===== src/rtl/onc_pkg.sv =====
`default_nettype none

package onc_pkg;

    // fixed point format and port widths
    localparam int FRAC_BITS = 15;
    localparam int IN_W      = 16;
    localparam int OUT_W     = 16;

    // magnitude of a 16-bit signed value, and a sum of three of them
    localparam int MAG_W = IN_W;
    localparam int S_W   = MAG_W + 1;

    // squared length and its root
    localparam int LEN_W     = 2 * MAG_W;
    localparam int ROOT_W    = LEN_W / 2;
    localparam int SQ_STEPS  = 2;
    localparam int SQ_STAGES = ROOT_W / SQ_STEPS;
    localparam int SQ_REM_W  = ROOT_W + 2;

    // divider: numerator below twice the divisor, so FRAC_BITS + 1 quotient bits
    localparam int NUM_LANES  = 3;
    localparam int DIV_W      = S_W;
    localparam int QB         = FRAC_BITS + 1;
    localparam int DIV_STEPS  = 2;
    localparam int DIV_STAGES = QB / DIV_STEPS;
    localparam int DIV_REM_W  = DIV_W + 1;
    localparam int QR_W       = QB + 1;

    localparam int LANE_X = 0;
    localparam int LANE_Y = 1;
    localparam int LANE_Z = 2;

    localparam int FRONT_STAGES = 4;
    localparam int BACK_STAGES  = 2;
    localparam int LATENCY      = FRONT_STAGES + SQ_STAGES + DIV_STAGES + BACK_STAGES;

    localparam logic [S_W-1:0]  ONE_S = S_W'(2 ** FRAC_BITS);
    localparam logic [QR_W-1:0] ONE_Q = QR_W'(2 ** FRAC_BITS);

    localparam logic FUNC_ENCODE = 1'b0;
    localparam logic FUNC_DECODE = 1'b1;

    typedef struct packed {
        logic func;
        logic neg_x;
        logic neg_y;
        logic neg_z;
        logic fold;
    } t_ctl;

    typedef struct packed {
        t_ctl             ctl;
        logic [MAG_W-1:0] mag_x;
        logic [MAG_W-1:0] mag_y;
        logic [MAG_W-1:0] mag_z;
        logic [S_W-1:0]   sum;
    } t_side;

endpackage

`default_nettype wire


===== src/rtl/onc_back.sv =====
`default_nettype none

module onc_back import onc_pkg::*; (
    input  logic                    i_clk,
    input  logic                    i_rst_n,
    input  logic                    i_valid,
    input  logic [DIV_W-1:0]        i_den,
    input  logic [QB-1:0]           i_quo [NUM_LANES],
    input  logic [DIV_REM_W-1:0]    i_rem [NUM_LANES],
    input  t_ctl                    i_ctl,
    output logic                    o_valid,
    output logic signed [OUT_W-1:0] o_x,
    output logic signed [OUT_W-1:0] o_y,
    output logic signed [OUT_W-1:0] o_z,
    output logic                    o_zero
);

    localparam logic [QR_W-1:0] MAX_POS = QR_W'(2 ** (OUT_W - 1) - 1);
    localparam logic [QR_W-1:0] MAX_NEG = QR_W'(2 ** (OUT_W - 1));

    logic            r_b_valid;
    logic [QR_W-1:0] r_b_mag [NUM_LANES];
    logic            r_b_neg [NUM_LANES];
    logic            r_b_zv;

    logic [QR_W-1:0] n_qr  [NUM_LANES];
    logic [QR_W-1:0] n_mag [NUM_LANES];
    logic            n_neg [NUM_LANES];
    logic            n_zero;

    logic                    r_o_valid;
    logic signed [OUT_W-1:0] r_o_x, r_o_y, r_o_z;
    logic                    r_o_zero;

    function automatic logic signed [OUT_W-1:0] sat_out(input logic neg,
                                                         input logic [QR_W-1:0] mag);
        logic signed [OUT_W-1:0] v;
        if (neg) begin
            v = (mag >= MAX_NEG) ? {1'b1, {(OUT_W-1){1'b0}}} : OUT_W'(~mag + 1'b1);
        end else begin
            v = (mag >= MAX_POS) ? {1'b0, {(OUT_W-1){1'b1}}} : OUT_W'(mag);
        end
        return v;
    endfunction

    // round to nearest, fold the code for the lower hemisphere, and clear every lane on a zero divisor
    always_comb begin
        for (int l = 0; l < NUM_LANES; l++) begin
            n_qr[l] = QR_W'(i_quo[l]) + QR_W'(i_rem[l] >= {1'b0, i_den});
        end
        n_zero = (i_den == '0);

        n_neg[LANE_X] = i_ctl.neg_x;
        n_neg[LANE_Y] = i_ctl.neg_y;
        n_neg[LANE_Z] = i_ctl.neg_z;
        if (i_ctl.fold) begin
            n_mag[LANE_X] = ONE_Q - n_qr[LANE_Y];
            n_mag[LANE_Y] = ONE_Q - n_qr[LANE_X];
        end else begin
            n_mag[LANE_X] = n_qr[LANE_X];
            n_mag[LANE_Y] = n_qr[LANE_Y];
        end
        n_mag[LANE_Z] = (i_ctl.func == FUNC_DECODE) ? n_qr[LANE_Z] : '0;

        if (n_zero) begin
            for (int l = 0; l < NUM_LANES; l++) begin
                n_mag[l] = '0;
            end
        end
    end

    always_ff @(posedge i_clk) begin
        if (!i_rst_n) begin
            r_b_valid <= 1'b0;
            r_o_valid <= 1'b0;
        end else begin
            r_b_valid <= i_valid;
            r_o_valid <= r_b_valid;
        end
    end

    always_ff @(posedge i_clk) begin
        r_b_mag  <= n_mag;
        r_b_neg  <= n_neg;
        r_b_zv   <= n_zero && (i_ctl.func == FUNC_ENCODE);

        r_o_x    <= sat_out(r_b_neg[LANE_X], r_b_mag[LANE_X]);
        r_o_y    <= sat_out(r_b_neg[LANE_Y], r_b_mag[LANE_Y]);
        r_o_z    <= sat_out(r_b_neg[LANE_Z], r_b_mag[LANE_Z]);
        r_o_zero <= r_b_zv;
    end

    assign o_valid = r_o_valid;
    assign o_x     = r_o_x;
    assign o_y     = r_o_y;
    assign o_z     = r_o_z;
    assign o_zero  = r_o_zero;

endmodule

`default_nettype wire


===== config.mk =====
export PLATFORM = sky130hd
export DESIGN_NAME = onc_back
export DESIGN_NICKNAME = d
export VERILOG_FILES = /design/src/rtl/onc_pkg.sv /design/src/rtl/onc_back.sv
export SDC_FILE = /design/constraint.sdc
export NUM_CORES = 1
export LEC_CHECK = 0
export BUFFER_PORTS_ARGS = -buffer_cell sky130_fd_sc_hd__buf_4
export CORE_UTILIZATION = 33
export DETAILED_ROUTE_END_ITERATION = 16
export PLACE_DENSITY_LB_ADDON = 0.1
export RECOVER_POWER = 25
export SKIP_LAST_GASP = 1
export SLEW_MARGIN = 30
export SYNTH_ARGS = -nofsm -noshare
export SYNTH_HDL_FRONTEND = slang
export SYNTH_SLANG_ARGS = --single-unit

===== constraint.sdc =====
create_clock -name i_clk -period 6.16 [get_ports i_clk]
set_input_delay 0.616 -clock i_clk [delete_from_list [all_inputs] [get_ports i_clk]]
set_output_delay 0.616 -clock i_clk [all_outputs]
set_load 0.02 [all_outputs]

==> results of run 1 <==
-- layout make-up --
cell class                      instances  area [um2]  share of cell area, %
Clock inverter                          7         108                   1.21
Multi-Input combinational cell        715        4780                   53.6
Sequential cell                       106        2120                   23.8
Tap cell                              275         344                   3.86
Timing Repair Buffer                  177        1200                   13.5
Inverter                               36         135                   1.52
Clock buffer                            9         225                   2.53
-- power groups by stage --
stage                     clock network (mW)  logic (mW)  registers [mW]
after floorplan                            0       0.258           0.863
after global placement                     0       0.513           0.833
after detailed placement                   0       0.514           0.835
after CTS                              0.659       0.516           0.818
after global routing                   0.683       0.547           0.829
final                                  0.638       0.490           0.818
-- flip-flops by register name, summed over array words and instances, names as in the netlist --
register and flops:
r_b_valid 1, r_b_neg 3, o_z 16, o_zero 1
o_x 16, r_b_mag 51, o_valid 1, o_y 16
r_b_zv 1
-- final timing paths --
kind / slack [ps] / startpoint / cells past startpoint / endpoint
max: 1560 / i_den[11] / 20 / r_b_mag[48]$_SDFF_PN0_
min: 340 / r_b_zv$_DFF_P_ / 0 / o_zero$_DFF_P_
max reg2reg: 3600 / r_b_mag[19]$_SDFF_PN0_ / 7 / o_y[11]$_DFF_P_
min reg2reg: 340 / r_b_zv$_DFF_P_ / 0 / o_zero$_DFF_P_
-- per-stage QoR --
step | cells | power (mW) | setup WS, ps | hold slack [ps] | instance area (um2)
floorplan | 897 | 1.12 | 1700 | 310 | 7180
global placement | 1309 | 1.35 | 1250 | 322 | 8710
detailed placement | 1309 | 1.35 | 1110 | 324 | 8710
CTS | 1325 | 1.99 | 1500 | 341 | 9040
global route | 1325 | 2.06 | 1170 | 358 | 8920
finish | 1325 | 1.95 | 1560 | 343 | 8920
-- cells in the final DEF (no fill, tap or decap), types with 4 or more instances in the layout --
cell type  netlist  routed
and4_1           5       5
a221o_1          4       4
o21ai_0         32      32
o211a_1          4       4
o31ai_1          5       5
and3_1           5       5
xnor2_1         35      35
nand2_1         85      85
nand4_1         26      26
ha_1            65      65
clkbuf_1        34      33
nand3_1         33      33
and2_1           9       7
or3_1           25      25
mux2i_1         10      10
nand2b_1         7       7
inv_1           36      36
o311ai_0        18      18
dfxtp_1        106     106
buf_4            0     141
xor2_1          36      36
nor3_1          36      35
nor2_1         100     100
o22ai_1          5       5
o41ai_1          7       7
a22oi_1         10      10
a31oi_1          7       7
a21o_1          29      29
nor4_1          12      12
o211ai_1         4       4
clkbuf_16        0       9
a21oi_1         24      24
or2_2            9       9
a211oi_1        30      30
-- layer usage --
metal / track usage (%) / up-vias
met5: 0 / -
met4: 4.90 / 0
met3: 3.11 / 13
met2: 28.4 / 181
met1: 25.5 / 3208
li1: - / 3570
-- cell families after synthesis --
kind of cell,after synthesis
and+or+nand+nor,371
AOI/OAI and AO/OA,197
DFF,106
buffers and inverters,76
xor gates and xnor gates,71
adders and majority gates,65
muxes,11
==> flow_metrics.py, run 1 <==
metrics = {
    "synthesis": {
        "synthDistinctLibCells": 59,
        "netlist.area_leader.share_pct": 29.5,
        "synth_xor_area_share_pct": 8.66,
        "netlist_instances": 897,
        "synth_top_family_by_area": "simple AND/OR/NAND/NOR gates",
        "synth_common_cells": "dfxtp_1 (106), nor2_1 (100), nand2_1 (85), ha_1 (65)",
        "synthArstFlopShare_pct": 0,
        "synth-seq-area-share_pct": 29.5,
        "syn_avg_cell_area_um2": 8.01,
        "synthMuxAreaShare_pct": 1.55,
        "ys.warnings.count": 0,
        "synthAdderAreaFrac_pct": 11.3,
        "synth_edf_count": 0,
        "ys_ff_latch": 106,
        "synth.most_common_cell": "dfxtp_1",
        "synth_compound_area_share_pct": 19.5,
        "synth_nets": 1089,
        "synth_top_area_cell": "dfxtp_1",
        "synth_top_flop_cell": "dfxtp_1",
        "syn_area_mm2": 0.00718,
        "ys_top_cells_by_area": "dfxtp_1 (30%), ha_1 (11%), nor2_1 (5.2%), nand2_1 (4.4%), xor2_1 (4.4%)",
        "synth-simple-area-share_pct": 25.4,
    },
    "worst_setup_path": {
        "endpoint_kind": "flop",
        "cp.arrival_ps": 4880,
        "cp_slowest_cell": "or4b_2",
        "cp.required_ps": 6440,
        "cp_top_family": "compound AO/OA/AOI/OAI gates",
        "path_cells": "buf_4 -> inv_1 -> ha_1 -> a21o_1 -> a21o_1 -> a21oi_1 -> nor2_1 -> a2111oi_0 -> o31ai_1 -> ha_1 -> ha_1 -> inv_1 -> ha_1 -> or4b_2 -> o31ai_1 -> o31a_1 -> nand2_1 -> o31ai_1 -> xor2_1 -> a211oi_1",
        "crit_path_start_kind": "input port",
        "slowest_delay_ps": 590,
        "cp_num_buf_inv": 3,
        "path_class": "in2reg",
        "critical_path.most_common_cell": "ha_1",
        "crit_fanout": 7,
    },
    "die": {
        "core_area_mm2": 0.0212,
        "die_area_mm2": 0.0224,
        "die_h_um": 150,
        "rows": 53,
        "die_w_um": 150,
        "io_pins": 177,
        "start_util_pct": 34.0,
    },
    "detailed_routing": {
        "drc": 0,
        "dr_wl_met2_mm": 8.98,
        "top_layer": "met4",
        "dr_wl_met3_mm": 1.09,
        "post_drt_wl_per_cell_um": 15.3,
        "drt-vias-per-instance": 5.26,
        "met1_length_mm": 10.0,
        "routed_wl_mm": 20.3,
        "drt-initial-drc-count": 456,
        "drt_first_pass_iters": 5,
        "ant_nets": 0,
        "vias": 6972,
    },
    "layout": {
        "fillerInstances": 2225,
        "n_antenna_cell": 0,
        "syn2layout_area_growth_pct": 24.1,
        "nNetsFinal": 1237,
        "drive_above_1_share_pct": 17.0,
        "final_util_pct": 42.1,
    },
    "clock_tree": {
        "insertion_delay_ps": 350,
        "tritoncts": "yes",
        "cts_max_level": 3,
        "cts_setup_buffers": 0,
        "numCtsBuffers": 9,
        "cts.sinks": 106,
        "cts_buffer_depth": 2,
        "clock-root-buffer": "clkbuf_16",
        "clkTransAtPathRegs_ps": 80,
        "hold_buffers": 0,
        "cts-resized-gates": 0,
    },
    "timing": {
        "hold_viol": 0,
        "setup_tns_ps": 0,
        "finalCritPeriodShare_pct": 74.7,
        "fmax_mhz": 217,
        "slew_violations": 0,
        "worst_slew_pin_slew_ps": 732,
        "clock_skew_ps": 6.93,
        "slew_headroom_pct": 51.1,
        "rsz0062_at_grt": "no",
        "setup_viol_count_final": 0,
        "period_minus_slack_ps": 4600,
    },
    "run_status": {
        "status": "complete, no violations",
    },
    "power": {
        "p_int_mw": 1.34,
        "p_switching_mw": 0.608,
        "p_sw_share_pct": 31.2,
        "share_comb_of_total_power_pct": 25.2,
        "pwr-share-seq_pct": 42.0,
        "p_leak_nw": 3.87,
        "peakVddDrop_v": 0.000145,
        "pwr-share-clk_pct": 32.8,
        "pwr_density_cell_mw_per_mm2": 218,
    },
    "placement": {
        "hpwl_mm": 16.6,
        "io_buffers": 176,
        "gp_congestion": 0.830,
    },
    "grt": {
        "grt_max_degree": 50,
        "grt_pass1_vias": 6347,
        "track_usage_pct": 18.2,
        "grt_pass1_wl_mm": 32.4,
        "antenna_found_initial": 0,
        "grt_overflow_total": 0,
    },
    "flow_run": {
        "cap_violations": 0,
    },
    "hold_path": {
        "hold_path.class": "reg2reg",
    },
}
Note: power is estimated with default switching activity, not from simulation.
==> run 2: changes to the inputs <==
--- a/config.mk
+++ b/config.mk
@@ -5,6 +5,7 @@
 export SDC_FILE = /design/constraint.sdc
 export NUM_CORES = 1
 export LEC_CHECK = 0
+export ABC_AREA = 1
 export BUFFER_PORTS_ARGS = -buffer_cell sky130_fd_sc_hd__buf_4
 export CORE_UTILIZATION = 33
 export DETAILED_ROUTE_END_ITERATION = 16
==> constraint.sdc (replaced) <==
create_clock -name i_clk -period 4.8 [get_ports i_clk]
set_input_delay 0.48 -clock i_clk [delete_from_list [all_inputs] [get_ports i_clk]]
set_output_delay 0.48 -clock i_clk [all_outputs]
set_load 0.02 [all_outputs]
==> run 2 against run 1 <==
Synthesized area up 5.5%; via count up 8.3%; sequential power up 25%; critical endpoint is now r_b_mag[28]$_SDFF_PN0_; register-to-register slack worse by 870 ps; flip-flop and latch count unchanged; utilization down 0.68 points; largest cell class unchanged; clock skew up 0.69 ps; setup slack worse by 280 ps.
==> flow_metrics.py, run 2 <==
metrics = {
    "synthesis": {
        "synth.most_common_cell": "nand2_1",
        "synth_nets": 1319,
        "ys.warnings.count": 0,
        "synth_common_cells": "nand2_1 (253), inv_1 (154), nor2_1 (121), dfxtp_1 (106), nand3_1 (83)",
        "synth_top_flop_cell": "dfxtp_1",
        "synthArstFlopShare_pct": 0,
        "synthDistinctLibCells": 48,
        "ys_ff_latch": 106,
        "netlist_instances": 1127,
        "netlist.area_leader.share_pct": 28.0,
        "synth-seq-area-share_pct": 28.0,
        "syn_area_mm2": 0.00758,
        "synth_top_area_cell": "dfxtp_1",
        "synth_edf_count": 0,
        "ys_top_cells_by_area": "dfxtp_1 (28%), nand2_1 (13%), ha_1 (11%), inv_1 (7.6%), nor2_1 (6.0%)",
        "syn_avg_cell_area_um2": 6.73,
    },
    "placement": {
        "pre_cts_slack_ps": 965,
        "io_buffers": 176,
        "hpwl_mm": 17.7,
        "placed_cells": 1573,
        "gp_congestion": 0.889,
    },
    "grt": {
        "antenna_found_initial": 0,
        "grt_max_degree": 46,
        "grt_overflow_total": 0,
        "track_usage_pct": 18.0,
        "grt_pass1_wl_mm": 34.4,
        "grt_pass1_vias": 6957,
    },
    "detailed_routing": {
        "routed_wl_mm": 21.1,
        "drt_first_pass_iters": 5,
        "drt-vias-per-instance": 4.75,
        "vias": 7550,
        "drt-initial-drc-count": 410,
        "post_drt_wl_per_cell_um": 13.3,
        "ant_nets": 0,
        "drc": 0,
    },
    "timing": {
        "setup_slack_ps": 1280,
        "period_minus_slack_ps": 3520,
        "setup_tns_ps": 0,
        "slew_violations": 0,
        "fmax_mhz": 284,
        "slew_headroom_pct": 37.3,
        "finalCritPeriodShare_pct": 73.4,
        "setup_viol_count_final": 0,
        "worst_slew_pin_slew_ps": 939,
        "hold_viol": 0,
        "rsz0062_at_grt": "no",
        "clock_skew_ps": 7.62,
    },
    "die": {
        "die_area_mm2": 0.0236,
        "start_util_pct": 33.6,
        "die_w_um": 154,
        "die_h_um": 154,
        "core_area_mm2": 0.0226,
        "io_pins": 177,
        "rows": 55,
    },
    "worst_setup_path": {
        "r2r_setup_slack_ps": 2730,
        "path_class": "in2reg",
        "cp_num_buf_inv": 5,
        "crit_path_start": "i_den[16]",
        "cp.arrival_ps": 3760,
        "critical_path.most_common_cell": "nand2_1",
        "cp_slowest_cell": "xor2_2",
        "crit_path_end": "r_b_mag[28]$_SDFF_PN0_",
        "slowest_delay_ps": 350,
        "cp.required_ps": 5040,
        "path_cells": "buf_4 -> inv_1 -> ha_1 -> inv_1 -> nor3_1 -> nor3b_1 -> o2111ai_1 -> nand4_1 -> ha_1 -> ha_1 -> nand3_4 -> xor2_2 -> nand2_1 -> inv_2 -> nand2_1 -> nor2_2 -> nand2_1 -> o21bai_1 -> nand3_1 -> nand2_1 -> inv_1",
        "cp_top_family": "simple AND/OR/NAND/NOR gates",
        "r2r-end": "o_x[14]$_DFF_P_",
        "crit_path_start_kind": "input port",
        "rr_startpoint": "r_b_mag[34]$_SDFF_PN0_",
        "cp.depth": 21,
        "r2r_cells": 12,
        "endpoint_kind": "flop",
        "crit_fanout": 5,
    },
    "hold_path": {
        "min-delay-start": "i_ctl[1]",
        "min_path_cells": 1,
        "hold_path.class": "in2reg",
    },
    "clock_tree": {
        "cts_setup_buffers": 0,
        "cts.sinks": 106,
        "tritoncts": "yes",
        "clock-root-buffer": "clkbuf_16",
        "hold_buffers": 0,
        "cts_buffer_depth": 2,
        "clkTransAtPathRegs_ps": 70,
        "cts-resized-gates": 0,
        "insertion_delay_ps": 340,
        "cts_max_level": 3,
        "numCtsBuffers": 9,
    },
    "power": {
        "pwr-share-clk_pct": 29.1,
        "power_mw": 2.34,
        "peakVddDrop_v": 0.000129,
        "p_leak_nw": 4.53,
        "pwr-share-seq_pct": 43.7,
        "p_switching_mw": 0.749,
        "p_sw_share_pct": 31.9,
        "p_int_mw": 1.60,
        "share_comb_of_total_power_pct": 27.2,
        "pwr_density_cell_mw_per_mm2": 250,
    },
    "layout": {
        "n_antenna_cell": 0,
        "fillerInstances": 2437,
        "largest_reg_flops": 51,
        "layout_common_cells": "nand2_1 (253), inv_1 (154), buf_4 (139), nor2_1 (121), dfxtp_1 (106)",
        "final_common_cell": "nand2_1",
        "syn2layout_area_growth_pct": 23.5,
        "nNetsFinal": 1491,
        "top_register": "r_b_mag",
        "drive_above_1_share_pct": 16.9,
        "stdcell_count": 1589,
    },
    "flow_run": {
        "cap_violations": 0,
    },
    "run_status": {
        "status": "complete, no violations",
    },
}
run 2: cell types whose count changed after synthesis, moves of 27 or more:
cell      delta
inv_1      +118
a211oi_1    -27
a21o_1      -28
o21ai_0     +28
nand3_1     +50
nand2_1    +168
xnor2_1     -30
run 2: power groups by stage:
stage / clock (mW) / combinational, mW / sequential [mW]
2_1_floorplan: 0 / 0.345 / 1.08
3_3_place_gp: 0 / 0.664 / 1.04
3_5_place_dp: 0 / 0.664 / 1.04
4_1_cts: 0.710 / 0.667 / 1.02
5_1_grt: 0.755 / 0.722 / 1.03
6_report: 0.683 / 0.638 / 1.02
run 2: worst reg2reg max path: stages (launching register included):
cell,delay (ps)
dfxtp_1,360
inv_1,140
ha_1,160
inv_1,60
nor3_1,250
nand2_1,120
nor2_1,150
nand2_1,100
nor2_1,140
nand4_1,140
o21ai_0,170
nand2_1,60
o21ai_0,150
run 2: layout make-up:
class | instances | area (um2) | area share [%]
inverter | 163 | 612 | 6.54
clock buffer | 13 | 260 | 2.78
timing repair buffer | 176 | 1200 | 12.8
sequential | 106 | 2120 | 22.7
multi-input combinational | 843 | 4790 | 51.2
tap | 285 | 357 | 3.81
clock inverter | 3 | 23.8 | 0.254
run 2: cells by family after synthesis:
kind of cell	count (synthesis)	share of synthesized area [%]
adders and majority gates	65	10.7
DFF	106	28.0
and+or+nand+nor	589	36.3
buffers and inverters	178	8.83
AOI/OAI and AO/OA	156	12.1
xor gates and xnor gates	33	4.11
run 2: worst min path at each step:
stage	end	slack, ps
4_1_cts	r_b_neg[0]$_DFF_P_	220
3_5_place_dp	o_zero$_DFF_P_	310
6_report	r_b_neg[0]$_DFF_P_	260
3_3_place_gp	o_zero$_DFF_P_	310
2_1_floorplan	o_zero$_DFF_P_	310
5_1_grt	r_b_neg[0]$_DFF_P_	240
run 2: per-layer routing:
| layer | share of wire [%] | up-vias | wire length (um) | global-route usage [%] |
|---|---|---|---|---|
| li1 | - | 4057 | - | - |
| met1 | 51 | 3255 | 10900 | 25.9 |
| met2 | 42 | 219 | 8770 | 27.4 |
| met3 | 5.8 | 19 | 1230 | 3.24 |
| met4 | 1.3 | 0 | 268 | 4.71 |
| met5 | 0 | - | 0 | 0 |
run 2: per-stage QoR:
stage / cell area (um2) / utilization (%) / hold slack [ps]
after floorplan: 7580 / - / 310
after global placement: 9200 / 40.8 / 310
after detailed placement: 9200 / 40.8 / 315
after CTS: 9480 / 42.0 / 222
after global routing: 9360 / 41.5 / 243
final: 9360 / 41.5 / 259
==> run 3: changes to the inputs <==
==> constraint.sdc (replaced) <==
create_clock -name i_clk -period 3.35 [get_ports i_clk]
set_input_delay 0.335 -clock i_clk [delete_from_list [all_inputs] [get_ports i_clk]]
set_output_delay 0.335 -clock i_clk [all_outputs]
set_load 0.02 [all_outputs]
==> run 3 against run 2 <==
Clock skew increased by 1.7 ps; global-route usage up 0.40 points; clock power grew 49%; die area unchanged; clock-buffer cell count is 3 lower; sequential share of layout area shrank 1.7 points; first-iteration DRC count fell by 40%; flip-flop and latch count is the same; setup slack got worse by 1000 ps; critical path type unchanged; critical endpoint is now r_b_mag[42]$_SDFF_PN0_; largest power group unchanged.
==> flow_metrics.py, run 3 (same netlist as run 2, synthesis figures left out) <==
metrics = {
    "layout": {
        "final_area_mm2": 0.0101,
        "largest_reg_flops": 51,
        "nNetsFinal": 1577,
        "fillerInstances": 2371,
        "stdcell_count": 1673,
        "syn2layout_area_growth_pct": 33.2,
        "final_common_cell": "nand2_1",
        "drive_above_1_share_pct": 23.3,
        "n_antenna_cell": 0,
        "layout_common_cells": "nand2_1 (251), buf_4 (226), inv_1 (151), nor2_1 (118), dfxtp_1 (106)",
        "top_register": "r_b_mag",
    },
    "grt": {
        "antenna_found_initial": 0,
        "grt_max_degree": 46,
        "track_usage_pct": 18.4,
        "grt_pass1_vias": 7337,
        "grt_overflow_total": 0,
        "grt_pass1_wl_mm": 35.4,
    },
    "detailed_routing": {
        "post_drt_wl_per_cell_um": 13.0,
        "drt-vias-per-instance": 4.71,
        "drc": 0,
        "routed_wl_mm": 21.7,
        "vias": 7881,
        "ant_nets": 0,
        "drt-initial-drc-count": 244,
        "drt_first_pass_iters": 5,
    },
    "clock_tree": {
        "cts.sinks": 106,
        "numCtsBuffers": 9,
        "tritoncts": "yes",
        "clkTransAtPathRegs_ps": 70,
        "hold_buffers": 0,
        "cts_max_level": 3,
        "insertion_delay_ps": 350,
        "cts_buffer_depth": 2,
        "clock-root-buffer": "clkbuf_16",
    },
    "flow_run": {
        "cap_violations": 0,
    },
    "timing": {
        "whs_ps": 117,
        "hold_viol": 0,
        "setup_tns_ps": 0,
        "fmax_mhz": 320,
        "worst_slew_pin_slew_ps": 812,
        "slew_headroom_pct": 45.9,
        "slew_violations": 0,
        "clock_skew_ps": 9.35,
        "finalCritPeriodShare_pct": 93.2,
        "period_minus_slack_ps": 3120,
        "rsz0062_at_grt": "yes",
        "setup_viol_count_final": 0,
    },
    "worst_setup_path": {
        "critical_path.most_common_cell": "buf_4",
        "rr_startpoint": "r_b_mag[34]$_SDFF_PN0_",
        "crit_path_start": "i_den[13]",
        "cp.required_ps": 3630,
        "slowest_delay_ps": 370,
        "path_cells": "buf_4 -> inv_1 -> ha_1 -> nand2_1 -> or2_2 -> a21oi_1 -> a2111oi_2 -> nand4_1 -> ha_2 -> ha_1 -> inv_2 -> ha_2 -> inv_1 -> nor2_2 -> nand2_2 -> nor2_4 -> nand3_4 -> buf_4 -> buf_4 -> xor2_1 -> a21oi_1",
        "path_class": "in2reg",
        "cp.arrival_ps": 3400,
        "cp_slowest_cell": "a2111oi_2",
        "crit_path_start_kind": "input port",
        "r2r_setup_slack_ps": 1330,
        "crit_fanout": 3,
        "endpoint_kind": "flop",
    },
    "placement": {
        "placed_cells": 1656,
        "hpwl_mm": 18.3,
        "gp_congestion": 0.879,
        "io_buffers": 176,
        "placed_cell_area_mm2": 0.00982,
    },
    "power": {
        "pwr_density_cell_mw_per_mm2": 347,
        "power_mw": 3.50,
        "peakVddDrop_v": 0.000211,
        "p_leak_nw": 4.97,
    },
    "die": {
        "die_area_mm2": 0.0236,
        "die_w_um": 154,
        "rows": 55,
        "core_area_mm2": 0.0226,
        "start_util_pct": 33.6,
        "io_pins": 177,
        "die_h_um": 154,
    },
    "hold_path": {
        "min-delay-start": "i_ctl[3]",
        "hold_path.class": "in2reg",
    },
    "run_status": {
        "status": "complete, no violations",
    },
}
## run 3: changes by cell type in the layout (fill, tap and decap cells not counted), moves of 3 or more
cell and change:
inv_1 -3, buf_4 +87, nor2_1 -3, inv_2 +3
## run 3: routing by layer
layer  vias up  global-route usage (%)  part of all wire [%]
met3        13                    3.72                   5.9
met1      3433                    25.4                    51
met2       208                    29.6                    43
li1       4227                       -                     -
met4         0                    3.57                  0.77
met5         -                       0                     0
## run 3: area by class of cell
cell class	count	area, um2	share of cell area [%]
inverters	163	612	6.06
clock inverters	4	52.6	0.520
well taps	285	357	3.53
multi-input cells	843	4880	48.3
clock buffers	10	229	2.27
repair buffers	262	1850	18.3
flip-flops and latches	106	2120	21.0
## run 3: metrics by stage
step	setup slack, ps	utilization, %
CTS	108	44.8
global route	-20.4	44.7
global placement	-140	43.5
floorplan	260	-
finish	229	44.7
detailed placement	-245	43.5
## run 3: worst paths after layout
path | cells past startpoint | endpoint
worst max-delay path | 21 | r_b_mag[42]$_SDFF_PN0_
worst min-delay path | 1 | r_b_neg[2]$_DFF_P_
worst max register to register | 12 | o_x[14]$_DFF_P_
worst min register to register | 0 | o_zero$_DFF_P_
## run 3: repair_timing
action                                  4_1_cts  5_1_grt
gates resized for setup                       0       24
endpoints found under the setup margin        0       22
buffers inserted                              0        3
## run 3: critical path, delay by kind of cell
family / cells / cell delay [ps]
AND/OR/NAND/NOR: 7 / 860
AO/OA/AOI/OAI: 3 / 550
buffers and inverters: 6 / 520
adder cells (fa/ha/maj): 4 / 1000
XOR/XNOR: 1 / 130
## run 3: where the power goes
part | internal [mW] | switching [mW] | total, mW
Clock | 0.576 | 0.449 | 1.02
Combinational | 0.429 | 0.582 | 1.01
Sequential | 1.38 | 0.0829 | 1.47
